## src/sv/button_macro_trigger_engine_top_defines.svh

```systemverilog
// Assertion macros for the button macro trigger engine.
// Expects clk_i and rst_ni in the scope where a macro is used.
`ifndef BUTTON_MACRO_TRIGGER_ENGINE_TOP_DEFINES_SVH
`define BUTTON_MACRO_TRIGGER_ENGINE_TOP_DEFINES_SVH

// The consequent must hold in the same cycle as the antecedent.
`define BMTE_ASSERT_IMP(label, ante, cons) \
  label: assert property (@(posedge clk_i) disable iff (!rst_ni) (ante) |-> (cons)) \
    else $error("assertion failed");

// The consequent must hold in the cycle after the antecedent.
`define BMTE_ASSERT_NEXT(label, ante, cons) \
  label: assert property (@(posedge clk_i) disable iff (!rst_ni) (ante) |=> (cons)) \
    else $error("assertion failed");

`endif

```

## src/sv/bmte_pkg.sv

```systemverilog
// Shared types and constants of the button macro trigger engine.
// Used by button_macro_trigger_engine_top; no dependencies.
package bmte_pkg;

  localparam int MACRO_SLOTS = 16;
  localparam int BUTTON_BITS = 8;
  localparam int SLOT_W      = $clog2(MACRO_SLOTS);
  localparam int PTR_W       = $clog2(MACRO_SLOTS + 1);

  typedef enum logic [1:0] {
    REQ_WRITE  = 2'd0,
    REQ_REPORT = 2'd1,
    REQ_TICK   = 2'd2,
    REQ_NONE   = 2'd3
  } req_e;

  typedef enum logic [1:0] {
    MODE_ONCE   = 2'd0,
    MODE_KEEP   = 2'd1,
    MODE_TOGGLE = 2'd2,
    MODE_OFF    = 2'd3
  } mode_e;

  typedef enum logic {
    KIND_REPORT = 1'b0,
    KIND_TICK   = 1'b1
  } kind_e;

  typedef enum logic [1:0] {
    ST_IDLE,
    ST_WALK,
    ST_FLUSH
  } state_e;

  typedef struct packed {
    logic [BUTTON_BITS-1:0] mask;
    mode_e                  mode;
    logic [15:0]            interval;
    logic                   cancel;
    logic                   min;
    logic                   mout;
    logic                   trig_now;
    logic                   trig_before;
    logic                   toggle_on;
    logic [31:0]            last_fire;
  } entry_t;

endpackage

```

## src/sv/button_macro_trigger_engine_top.sv

```systemverilog
// Throughput: one write or disabled tick per cycle; a report or enabled tick holds the input
// stalled until its walk and flush end. The walk reads one slot of the entry memory per cycle
// unless an output stall holds it, and writes each slot back from its registered read. A fire
// waits for the next fire of the walk or the walk's end so that the last one is marked.
// Reset clears the slot active bits, the tick counter and the output valid, and sets enable.
// Uses bmte_pkg, bmte_ram and the assertion macro header.
`include "button_macro_trigger_engine_top_defines.svh"

module button_macro_trigger_engine_top (
  input  logic        clk_i,
  input  logic        rst_ni,
  input  logic        in_valid_i,
  output logic        in_stall_o,
  input  logic [1:0]  req_type_i,
  input  logic [3:0]  entry_index_i,
  input  logic        entry_valid_i,
  input  logic [7:0]  trigger_mask_i,
  input  logic [1:0]  action_mode_i,
  input  logic [15:0] repeat_interval_i,
  input  logic        cancel_input_i,
  input  logic        mouse_input_i,
  input  logic        mouse_output_i,
  input  logic [7:0]  buttons_i,
  output logic        out_valid_o,
  input  logic        out_stall_i,
  output logic        result_kind_o,
  output logic [3:0]  macro_index_o,
  output logic        cancel_report_o,
  output logic        last_of_run_o,
  input  logic        cfg_valid_i,
  output logic        cfg_ready_o,
  input  logic        cfg_data_i
);

  localparam int EntryW = $bits(bmte_pkg::entry_t);

  bmte_pkg::state_e state_q, state_d;
  bmte_pkg::kind_e  kind_q, kind_d;

  logic [bmte_pkg::MACRO_SLOTS-1:0] active_q, active_d;
  logic [31:0]                      tick_q, tick_d;
  logic                             enabled_q;
  logic [bmte_pkg::BUTTON_BITS-1:0] btn_q, btn_d;
  logic                             cancel_q, cancel_d;
  logic [bmte_pkg::PTR_W-1:0]       rd_ptr_q, rd_ptr_d;
  logic                             ev_v_q, ev_v_d;
  logic [bmte_pkg::SLOT_W-1:0]      ev_slot_q, ev_slot_d;
  logic                             pend_v_q, pend_v_d;
  logic [bmte_pkg::SLOT_W-1:0]      pend_idx_q, pend_idx_d;

  logic       out_valid_q;
  logic       out_kind_q, out_kind_d;
  logic [3:0] out_idx_q, out_idx_d;
  logic       out_cancel_q, out_cancel_d;
  logic       out_last_q, out_last_d;
  logic       push;

  logic                        ram_we, ram_re;
  logic [bmte_pkg::SLOT_W-1:0] ram_waddr, ram_raddr;
  logic [EntryW-1:0]           ram_wdata, ram_rdata;

  bmte_pkg::entry_t rd_e, mod_e, new_e;
  bmte_pkg::req_e   req;
  logic             in_acc, out_free, rd_done;
  logic             ev_active, fire, ev_emit, ev_go, due, rise, ton;

  bmte_ram #(
    .WIDTH (EntryW),
    .DEPTH (bmte_pkg::MACRO_SLOTS)
  ) u_entry_ram (
    .clk_i   (clk_i),
    .we_i    (ram_we),
    .waddr_i (ram_waddr),
    .wdata_i (ram_wdata),
    .re_i    (ram_re),
    .raddr_i (ram_raddr),
    .rdata_o (ram_rdata)
  );

  assign req         = bmte_pkg::req_e'(req_type_i);
  assign in_stall_o  = (state_q != bmte_pkg::ST_IDLE);
  assign in_acc      = in_valid_i && !in_stall_o;
  assign out_free    = !out_valid_q || !out_stall_i;
  assign rd_done     = (rd_ptr_q == bmte_pkg::PTR_W'(bmte_pkg::MACRO_SLOTS));
  assign cfg_ready_o = 1'b1;

  assign out_valid_o     = out_valid_q;
  assign result_kind_o   = out_kind_q;
  assign macro_index_o   = out_idx_q;
  assign cancel_report_o = out_cancel_q;
  assign last_of_run_o   = out_last_q;

  // Evaluation of the slot whose memory word is on the read port.
  always_comb begin
    rd_e      = bmte_pkg::entry_t'(ram_rdata);
    mod_e     = rd_e;
    ev_active = active_q[ev_slot_q];
    fire      = 1'b0;
    rise      = rd_e.trig_now && !rd_e.trig_before;
    due       = ((tick_q - rd_e.last_fire) >= {16'd0, rd_e.interval});
    ton       = rd_e.toggle_on ^ rise;
    if (kind_q == bmte_pkg::KIND_REPORT) begin
      if (rd_e.min) begin
        mod_e.trig_now = ((rd_e.mask & btn_q) == rd_e.mask);
      end
    end else begin
      case (rd_e.mode)
        bmte_pkg::MODE_ONCE: begin
          fire              = rise;
          mod_e.trig_before = rd_e.trig_now;
        end
        bmte_pkg::MODE_KEEP: begin
          if (rd_e.trig_now && due) begin
            fire            = 1'b1;
            mod_e.last_fire = tick_q;
          end
        end
        bmte_pkg::MODE_TOGGLE: begin
          mod_e.toggle_on = ton;
          if (ton && due) begin
            fire            = 1'b1;
            mod_e.last_fire = tick_q;
          end
          mod_e.trig_before = rd_e.trig_now;
        end
        default: begin
          fire = 1'b0;
        end
      endcase
    end
    ev_emit = ev_v_q && ev_active && (kind_q == bmte_pkg::KIND_TICK) && fire && rd_e.mout;
    ev_go   = !(ev_emit && pend_v_q) || out_free;
  end

  always_comb begin
    new_e             = '0;
    new_e.mask        = trigger_mask_i;
    new_e.mode        = bmte_pkg::mode_e'(action_mode_i);
    new_e.interval    = repeat_interval_i;
    new_e.cancel      = cancel_input_i;
    new_e.min         = mouse_input_i;
    new_e.mout        = mouse_output_i;
  end

  always_comb begin
    state_d = state_q;
    unique case (state_q)
      bmte_pkg::ST_IDLE: begin
        if (in_acc && (req == bmte_pkg::REQ_REPORT)) begin
          state_d = bmte_pkg::ST_WALK;
        end else if (in_acc && (req == bmte_pkg::REQ_TICK) && enabled_q) begin
          state_d = bmte_pkg::ST_WALK;
        end
      end
      bmte_pkg::ST_WALK: begin
        if (rd_done && (!ev_v_q || ev_go)) begin
          state_d = bmte_pkg::ST_FLUSH;
        end
      end
      bmte_pkg::ST_FLUSH: begin
        if (out_free || (kind_q == bmte_pkg::KIND_TICK && !pend_v_q)) begin
          state_d = bmte_pkg::ST_IDLE;
        end
      end
      default: begin
        state_d = bmte_pkg::ST_IDLE;
      end
    endcase
  end

  always_comb begin
    kind_d       = kind_q;
    active_d     = active_q;
    tick_d       = tick_q;
    btn_d        = btn_q;
    cancel_d     = cancel_q;
    rd_ptr_d     = rd_ptr_q;
    ev_v_d       = ev_v_q;
    ev_slot_d    = ev_slot_q;
    pend_v_d     = pend_v_q;
    pend_idx_d   = pend_idx_q;
    push         = 1'b0;
    out_kind_d   = out_kind_q;
    out_idx_d    = out_idx_q;
    out_cancel_d = out_cancel_q;
    out_last_d   = out_last_q;
    ram_we       = 1'b0;
    ram_waddr    = ev_slot_q;
    ram_wdata    = EntryW'(mod_e);
    ram_re       = 1'b0;
    ram_raddr    = rd_ptr_q[bmte_pkg::SLOT_W-1:0];
    unique case (state_q)
      bmte_pkg::ST_IDLE: begin
        rd_ptr_d = '0;
        ev_v_d   = 1'b0;
        pend_v_d = 1'b0;
        cancel_d = 1'b0;
        if (in_acc) begin
          unique case (req)
            bmte_pkg::REQ_WRITE: begin
              if (32'(entry_index_i) < bmte_pkg::MACRO_SLOTS) begin
                ram_we    = 1'b1;
                ram_waddr = entry_index_i[bmte_pkg::SLOT_W-1:0];
                ram_wdata = EntryW'(new_e);
                active_d[entry_index_i[bmte_pkg::SLOT_W-1:0]] = entry_valid_i;
              end
            end
            bmte_pkg::REQ_REPORT: begin
              kind_d = bmte_pkg::KIND_REPORT;
              btn_d  = buttons_i;
            end
            bmte_pkg::REQ_TICK: begin
              kind_d = bmte_pkg::KIND_TICK;
              tick_d = tick_q + 32'd1;
            end
            default: begin
              kind_d = kind_q;
            end
          endcase
        end
      end
      bmte_pkg::ST_WALK: begin
        if (ev_v_q && ev_go) begin
          ram_we = ev_active;
          if (ev_active && (kind_q == bmte_pkg::KIND_REPORT) && rd_e.min) begin
            cancel_d = cancel_q || (mod_e.trig_now && rd_e.cancel);
          end
          if (ev_emit) begin
            if (pend_v_q) begin
              push         = 1'b1;
              out_kind_d   = bmte_pkg::KIND_TICK;
              out_idx_d    = 4'(pend_idx_q);
              out_cancel_d = 1'b0;
              out_last_d   = 1'b0;
            end
            pend_v_d   = 1'b1;
            pend_idx_d = ev_slot_q;
          end
        end
        if (!ev_v_q || ev_go) begin
          if (!rd_done) begin
            ram_re    = 1'b1;
            ev_v_d    = 1'b1;
            ev_slot_d = rd_ptr_q[bmte_pkg::SLOT_W-1:0];
            rd_ptr_d  = rd_ptr_q + 1'b1;
          end else begin
            ev_v_d = 1'b0;
          end
        end
      end
      bmte_pkg::ST_FLUSH: begin
        if (out_free) begin
          if (kind_q == bmte_pkg::KIND_REPORT) begin
            push         = 1'b1;
            out_kind_d   = bmte_pkg::KIND_REPORT;
            out_idx_d    = 4'd0;
            out_cancel_d = cancel_q;
            out_last_d   = 1'b1;
          end else if (pend_v_q) begin
            push         = 1'b1;
            out_kind_d   = bmte_pkg::KIND_TICK;
            out_idx_d    = 4'(pend_idx_q);
            out_cancel_d = 1'b0;
            out_last_d   = 1'b1;
            pend_v_d     = 1'b0;
          end
        end
      end
      default: begin
        ev_v_d = 1'b0;
      end
    endcase
  end

  always_ff @(posedge clk_i or negedge rst_ni) begin
    if (!rst_ni) begin
      state_q     <= bmte_pkg::ST_IDLE;
      kind_q      <= bmte_pkg::KIND_REPORT;
      active_q    <= '0;
      tick_q      <= '0;
      enabled_q   <= 1'b1;
      rd_ptr_q    <= '0;
      ev_v_q      <= 1'b0;
      pend_v_q    <= 1'b0;
      cancel_q    <= 1'b0;
      out_valid_q <= 1'b0;
    end else begin
      state_q  <= state_d;
      kind_q   <= kind_d;
      active_q <= active_d;
      tick_q   <= tick_d;
      rd_ptr_q <= rd_ptr_d;
      ev_v_q   <= ev_v_d;
      pend_v_q <= pend_v_d;
      cancel_q <= cancel_d;
      if (cfg_valid_i && cfg_ready_o) begin
        enabled_q <= cfg_data_i;
      end
      if (push) begin
        out_valid_q <= 1'b1;
      end else if (!out_stall_i) begin
        out_valid_q <= 1'b0;
      end
    end
  end

  always_ff @(posedge clk_i) begin
    btn_q        <= btn_d;
    ev_slot_q    <= ev_slot_d;
    pend_idx_q   <= pend_idx_d;
    out_kind_q   <= out_kind_d;
    out_idx_q    <= out_idx_d;
    out_cancel_q <= out_cancel_d;
    out_last_q   <= out_last_d;
  end

  `BMTE_ASSERT_IMP(a_ram_no_collision, ram_we && ram_re, ram_waddr != ram_raddr)
  `BMTE_ASSERT_IMP(a_push_needs_room, push, out_free)
  `BMTE_ASSERT_NEXT(a_report_starts_walk, in_acc && (req == bmte_pkg::REQ_REPORT), state_q == bmte_pkg::ST_WALK)
  `BMTE_ASSERT_IMP(a_pending_only_on_tick, pend_v_q, kind_q == bmte_pkg::KIND_TICK)

endmodule

```

## src/sv/bmte_ram.sv

```systemverilog
// Generic single-port-write, single-port-read RAM with a registered read.
// No dependencies; the read data holds while the read enable is low.
module bmte_ram #(
  parameter int WIDTH = 8,
  parameter int DEPTH = 16
) (
  input  logic                     clk_i,
  input  logic                     we_i,
  input  logic [$clog2(DEPTH)-1:0] waddr_i,
  input  logic [WIDTH-1:0]         wdata_i,
  input  logic                     re_i,
  input  logic [$clog2(DEPTH)-1:0] raddr_i,
  output logic [WIDTH-1:0]         rdata_o
);

  logic [WIDTH-1:0] mem_q [DEPTH];
  logic [WIDTH-1:0] rdata_q;

  always_ff @(posedge clk_i) begin
    if (we_i) begin
      mem_q[waddr_i] <= wdata_i;
    end
    if (re_i) begin
      rdata_q <= mem_q[raddr_i];
    end
  end

  assign rdata_o = rdata_q;

endmodule
```

## config.mk

```make
export PLATFORM = sky130hd
export DESIGN_NAME = button_macro_trigger_engine_top
export DESIGN_NICKNAME = d
export VERILOG_FILES = /design/src/sv/bmte_pkg.sv /design/src/sv/button_macro_trigger_engine_top.sv /design/src/sv/bmte_ram.sv
export VERILOG_INCLUDE_DIRS = /design/src /design/src/sv
export SDC_FILE = /design/constraint.sdc
export NUM_CORES = 1
export LEC_CHECK = 0
export BUFFER_PORTS_ARGS = -buffer_cell sky130_fd_sc_hd__buf_2
export CAP_MARGIN = 5
export CORE_MARGIN = 2
export CORE_UTILIZATION = 55
export CTS_BUF_LIST = sky130_fd_sc_hd__clkbuf_16
export CTS_CLUSTER_SIZE = 24
export DETAILED_ROUTE_END_ITERATION = 10
export PLACE_DENSITY = 0.73
export SYNTH_ARGS = -nofsm -noshare
export SYNTH_HDL_FRONTEND = slang
export SYNTH_SLANG_ARGS = --single-unit
export TNS_END_PERCENT = 100
```

## constraint.sdc

```tcl
create_clock -name clk_i -period 11.06 [get_ports clk_i]
set_clock_uncertainty 0.2 [all_clocks]
set_input_delay 0.553 -clock clk_i [delete_from_list [all_inputs] [get_ports clk_i]]
set_output_delay 0.553 -clock clk_i [all_outputs]
set_load 0.01 [all_outputs]
```

=== After elaboration in Yosys (flattened, before gate mapping) ===
Memories as Yosys holds them, arrays and structs flattened. A register that Yosys moved wholly into a read port is not among the register bits.
Index checks and enable logic that the tools add are counted.

* Bits in registers: 84
* Bits in writable memories: 1024
* Bits of input ports: 50
* Output and inout bits: 10
* Memories: 1

{| class="wikitable"
|+ Memories
! name !! words !! bits a word !! rd ports !! clocked after Yosys merged registers in !! wr ports !! RTL line !! text
|-
| u_entry_ram.mem_q || 16 || 64 || 1 || 1 || 1 || bmte_ram.sv:16 || <nowiki>logic [WIDTH-1:0] mem_q [DEPTH];</nowiki>
|}

* Add/sub/neg operators: 3
* Magnitude comparators: 4
* Equality and inequality tests: 21
* Mux-type cells: 84
* Bitwise logic cells: 5
* Reductions and logical operators: 53

{| class="wikitable"
|+ Operators by type and width
! operator !! count
|-
| $mux W64 || 3
|-
| $mux W32 || 2
|-
| $pmux W32 S2 || 1
|-
| $mux W1 || 47
|-
| $mux W34 || 1
|-
| $add A32 B1 Y32 const B || 1
|-
| $ge A32 B16 Y1 || 1
|-
| $mux W4 || 8
|-
| $sub A32 B32 Y32 || 1
|-
| $reduce_and A3 Y1 || 9
|-
| $ne A2 B2 Y1 const B || 10
|-
| $logic_and A1 B1 Y1 || 19
|-
| $bwmux W16 || 1
|-
| $pmux W1 S2 || 8
|-
| $lt A4 B5 Y1 const B || 2
|-
| $mux W5 || 2
|-
| $pmux W5 S2 || 1
|-
| $and A8 B8 Y8 || 1
|-
| $eq A8 B8 Y1 || 1
|-
| $mux W2 || 4
|-
| $pmux W4 S2 || 1
|-
| $reduce_bool A2 Y1 || 4
|-
| $logic_not A1 Y1 || 7
|-
| $eq A2 B1 Y1 const B || 3
|-
| 20 further kinds || 32
|}

=== Logic depth before layout (Yosys ltp) ===
* Depth in word-level cells: 17
* Mapped depth: 22
* Gate-level depth less buffers: 20

=== Cells and area by module ===
Synthesis repeated with hierarchy kept, for this count alone.

* Cells, all modules: 2534
* Area, all modules: 47709.5 um2

{| class="wikitable"
|+ By module, submodules not included
! module !! times used !! cells an instance !! area an instance (um2) !! sequential area each (um2)
|-
| bmte_ram || 1 || 1647 || 40222.3 || 32671.3
|-
| button_macro_trigger_engine_top || 1 || 887 || 7487.2 || 2218.4
|}

=== Worst setup path after synthesis ===
Ideal clock, no wire load.

* Kind: reg-to-reg
* Start: register tick_q[4]
* End: memory u_entry_ram.mem_q[12][0] (netlist bit) (enable)
* Setup time: 0.487 ns
* Data arrival time: 6.795 ns
* Data required time: 10.373 ns
* Path slack: 3.579 ns
* Cell stages (with the launch flop): 17
* Path buffers: 0
* Period minus slack after synthesis: 7.481 ns
* Cells stage by stage: dfrtp_1 -> ha_1 -> and2_1 -> o211ai_1 -> a2111oi_2 -> nor2_1 -> o21ai_0 -> xor2_1 -> ha_1 -> nor2b_1 -> nor4_1 -> nand4_1 -> a2111oi_0 -> nand4b_1 -> o41ai_4 -> a22oi_1 -> nor2_1

* Longest elaborated chain between the ends: 16
* Elaborated cells between the ends (all ways): 18
* Those cells by class: 1 x add/sub; 1 x order compare; 8 x mux; 8 x reduce/logical

{| class="wikitable"
|+ Ends and longest elaborated chain
! item !! RTL line !! text
|-
| start: declaration || button_macro_trigger_engine_top.sv:41 || <nowiki>logic [31:0] tick_q, tick_d;</nowiki>
|-
| start signal: assignment || button_macro_trigger_engine_top.sv:291 || <nowiki>tick_q <= tick_d;</nowiki>
|-
| $sub A32 B32 Y32 (*) || button_macro_trigger_engine_top.sv:100 || <nowiki>due = ((tick_q - rd_e.last_fire) >= {16'd0, rd_e.interval});</nowiki>
|-
| $ge A32 B16 Y1 (*) || button_macro_trigger_engine_top.sv:100 ||
|-
| $logic_and A1 B1 Y1, on equally long branches || button_macro_trigger_engine_top.sv:120, button_macro_trigger_engine_top.sv:113 ||
|-
| $mux W1, on equally long branches || button_macro_trigger_engine_top.sv:120, button_macro_trigger_engine_top.sv:113 ||
|-
| $pmux W1 S3 (*) || button_macro_trigger_engine_top.sv:107 || <nowiki>case (rd_e.mode)</nowiki>
|-
| $mux W1 (*) || button_macro_trigger_engine_top.sv:102 || <nowiki>if (kind_q == bmte_pkg::KIND_REPORT) begin</nowiki>
|-
| $logic_and A1 B1 Y1 (*) (2 in a row) || button_macro_trigger_engine_top.sv:131 || <nowiki>ev_emit = ev_v_q && ev_active && (kind_q == bmte_pkg::KIND_TICK) && fire && rd_e.mout;</nowiki>
|-
| $logic_and A1 B1 Y1 (*) || button_macro_trigger_engine_top.sv:132 || <nowiki>ev_go = !(ev_emit && pend_v_q) || out_free;</nowiki>
|-
| $logic_not A1 Y1 (*) || button_macro_trigger_engine_top.sv:132 ||
|-
| $logic_or A1 B1 Y1 (*) || button_macro_trigger_engine_top.sv:132 ||
|-
| $logic_and A1 B1 Y1 (*) || button_macro_trigger_engine_top.sv:223 || <nowiki>if (ev_v_q && ev_go) begin</nowiki>
|-
| $mux W1 (*) || button_macro_trigger_engine_top.sv:223 ||
|-
| $pmux W1 S2 (*) || button_macro_trigger_engine_top.sv:192 || <nowiki>unique case (state_q)</nowiki>
|-
| $mux W1 (*) || bmte_ram.sv:20 || <nowiki>if (we_i) begin</nowiki>
|-
| $mux W1 (implied by the code) (*) || bmte_ram.sv:21 || <nowiki>mem_q[waddr_i] <= wdata_i;</nowiki>
|-
| end: declaration || bmte_ram.sv:16 ||
|}

Every way passes the cells marked *; elsewhere a longest branch is shown, timed or not.

=== Worst setup path in the final report ===
* Start: register tick_q[4]
* End: memory u_entry_ram.mem_q[8][0] (netlist bit) (enable)

The elaborated chain is that of the path after synthesis.

==> metrics.md <==
| Metric | Value |
|---|---|
| Fill count | 6005 |
| CP peak stage delay | 890 ps |
| Hold Path End | kind_q |
| Pre-antenna DRT Iters | 6 |
| Reg-to-reg slack, setup | 3070 ps |
| CP endpoint kind | register |
| Area of the multi-input gates | 13000 sq um |
| Peak supply drop | 0.270 mV |
| WP data arrival | 8070 ps |
| CTS Buf Count | 114 |
| Final min period | 7990 ps |
| GRT Overall Usage | 25.4% |
| Largest net degree at the start of global routing | 114 |
| Crit path buf inv count | 1 |
| Post-route ant nets | 0 |
| Sequential Area | 34900 sq um |
| Antenna violations before repair | 1 |
| Top FF cell, synth | edfxtp_1 |
| R2R Path End | u_entry_ram.mem_q[8][0] |
| Synth area leaders | edfxtp_1 (69%), mux4_2 (15%), dfrtp_1 (3.1%), ha_1 (1.6%), o21ai_0 (0.96%) |
| Ys async rst share | 5.20% |
| Post-route total power | 0.0139 W |
| Sink Count | 1172 |
| FP Rows | 109 |
| Most used cell, CP | ha_1 |
| Routed wire length | 114 mm |
| Share of the synthesized area in the top cell type | 68.6% |
| Worst Max-Slew Pin Slew | 1360 ps |
| Min-delay src | in_valid_i |
| WL/cell | 29.2 um |
| Worst Hold Class | in2reg |
| Worst Path Max Fanout | 43 |
| Remaining DRCs | 0 |
| EDFF count, synth | 1111 |
| Worst reg2reg path depth | 18 |
| Syn Area/Cell | 19.1 sq um |
| FMAX | 125 MHz |
| I/O Buffers | 58 |
| Leakage power | 17.6 nW |
| Worst-Skew Late Latency | 700 ps |
| Synth Instances | 2538 |
| Sequential element share of the synthesized area | 71.8% |
| Cells along the critical path | ha_1 -> and2_1 -> o211ai_1 -> a2111oi_2 -> nor2_1 -> xnor2_1 -> ha_1 -> and4_1 -> o2111ai_1 -> a2bb2oi_1 -> a21o_1 -> nand2_1 -> a2111oi_0 -> nand4b_1 -> o41ai_4 -> a22oi_1 -> nor2_4 -> buf_4 |
| CTS tree | done |
| Post-route setup TNS | 0 ps |
| Die Y | 301 um |
| Tcrit/Tclk final | 72.3% |
| Most common cell in the netlist | edfxtp_1 |
| Endpoints failing setup | 0 |
| RSZ-0062 raised after global routing | false |
| #FFs+latches synth | 1172 |
| Hold depth | 3 |
| Worst slew margin | 9.50% |
| # nets final | 2757 |
| Critical Path RT | 11140 ps |
| RR Startpoint | tick_q[4] |
| Die width | 301 um |
| Slew Limit Fails | 0 |
| Status | completed |
| Total number of vias | 25700 |
| Die area | 90800 sq um |
| Area Overhead vs Synth | 11.6% |
| Hold Fails Final Rpt | 0 |
| Clock root buffer | clkbuf_16 |
| Hpwl dp | 62.2 mm |
| Core ar. | 88000 sq um |
| CP delay by family, top | compound AO/OA/AOI/OAI gates |
| First-pass GRT wire length | 169 mm |
| Distinct cell type count after synthesis | 76 |
| CTS clk-pin slew, worst paths | 70 ps |
| Maxcap violations | 0 |
| Cell at the slowest stage of the critical path | buf_4 |
| Syn Std Cell Area | 48600 sq um |
| Synth Warn # | 0 |
| GP Congestion | 0.894 |
| Dominant cell type by area after synthesis | edfxtp_1 |
| Syn_nets | 2650 |
| Commonest cells post-synth | edfxtp_1 (1111), mux4_2 (325), nand2_1 (117), clkbuf_1 (100), o21ai_0 (93) |
| Iter 0 DRT Violations | 3272 |
| Vias in the first global route | 26200 |
| Grt ovf | 0 |
| Clock Tree Buf Depth | 3 |
| DR vias/cell | 6.57 |
| Layout cell share with drive strength beyond 1 | 24.1% |
| # IOs | 60 |
| Critical path class | reg2reg |
| Initial core utilization | 55.2% |
| H-tree Lvls | 3 |
| Power Density | 257 nW/um^2 |
| CP Launch Type | register |
| N_diodes | 0 |
[final cells by class]
| cell class | instances | area share, % |
|---|---|---|
| inverters | 85 | 0.588 |
| clock inverters | 95 | 1.46 |
| flip-flops and latches | 1172 | 64.4 |
| clock buffers | 115 | 5.31 |
| well taps | 1165 | 2.69 |
| repair buffers | 132 | 1.66 |
| multi-input cells | 1140 | 23.9 |
[per-layer routing]
metal	wire length, um	track usage (%)	vias up
met3	9620	3.83	213
met1	45500	36.6	13500
met5	0	0	-
met2	55700	41.0	1287
met4	3130	7.44	0
li1	-	-	10700
[worst min-delay path: cells and delay by family]
kind	cells	cell delay, ps
buf+inv	1	120
simple gates	1	80
mux	1	150
[report_power, final]
part / total (W) / switching (W) / internal [W]
logic: 0.00389 / 0.00241 / 0.00147
clock network: 0.00378 / 0.00164 / 0.00214
registers: 0.00628 / 0.000251 / 0.00603
total: 0.0139 / 0.00431 / 0.00964
[sequential cells by signal (all words and copies together) (netlist names), 2 cells and up]
| register | count |
|---|---|
| u_entry_ram.rdata_o | 64 |
| btn_q | 8 |
| ev_slot_q | 4 |
| rd_ptr_q | 5 |
| tick_q | 32 |
| state_q | 2 |
| pend_idx_q | 4 |
| active_q | 16 |
| u_entry_ram.mem_q | 1024 |
| macro_index_o | 4 |
[worst max-delay path by stage]
| stage | startpoint | depth (start not counted) | endpoint | slack [ps] |
|---|---|---|---|---|
| 4_1_cts | tick_q[4] | 18 | u_entry_ram.mem_q[8][5] | 3260 |
| 2_1_floorplan | tick_q[4] | 16 | u_entry_ram.mem_q[12][0] | 3580 |
| 3_5_place_dp | tick_q[4] | 18 | u_entry_ram.mem_q[8][18] | 3340 |
| 6_report | tick_q[4] | 18 | u_entry_ram.mem_q[8][0] | 3070 |
| 5_1_grt | u_entry_ram.rdata_o[1] | 18 | u_entry_ram.mem_q[8][1] | 2750 |
| 3_3_place_gp | tick_q[0] | 20 | u_entry_ram.mem_q[8][18] | 3500 |
[what timing repair did]
action | CTS | global route
hold buffers | 12 | 0
gates resized for setup | 0 | 0
setup buffers | 0 | 0
endpoints found under the hold margin | 70 | 0
setup endpoints to repair | 0 | 0
[per-stage QoR]
stage / std cells / area [sq um] / setup slack, ps / utilization [%] / hold slack [ps]
after CTS: 3902 / 54200 / 3260 / 61.6 / 21.7
after detailed placement: 3680 / 50400 / 3340 / 57.3 / 296
after global placement: 3679 / 50400 / 3500 / 57.3 / 284
after global routing: 3904 / 54200 / 2750 / 61.7 / 43.1
after floorplan: 2538 / 48600 / 3580 / - / 57.4
final: 3904 / 54200 / 3070 / 61.7 / 48.5
[kinds of logic after synthesis]
kind of cell,after synthesis,synth area share (%)
compound gates,337,4.77
buf+inv,226,1.82
mux,355,15.7
xor+xnor,53,0.955
fa+ha+maj,62,1.61
other cells,1,0.00772
simple gates,332,3.33
flops,1172,71.8
[cells in the final DEF (no fill, tap or decap), types with 35 or more instances in the layout]
master     count
o21ai_0       84
o2111ai_1     35
inv_1        116
a21oi_1       46
xnor2_1       37
buf_4         60
nand2_1      116
buf_2         58
edfxtp_1    1111
nor2_1        59
ha_1          61
a31oi_1       36
dfrtp_1       56
mux4_2       325
clkbuf_16    115
No activity file was read; power rests on OpenSTA's default activity.
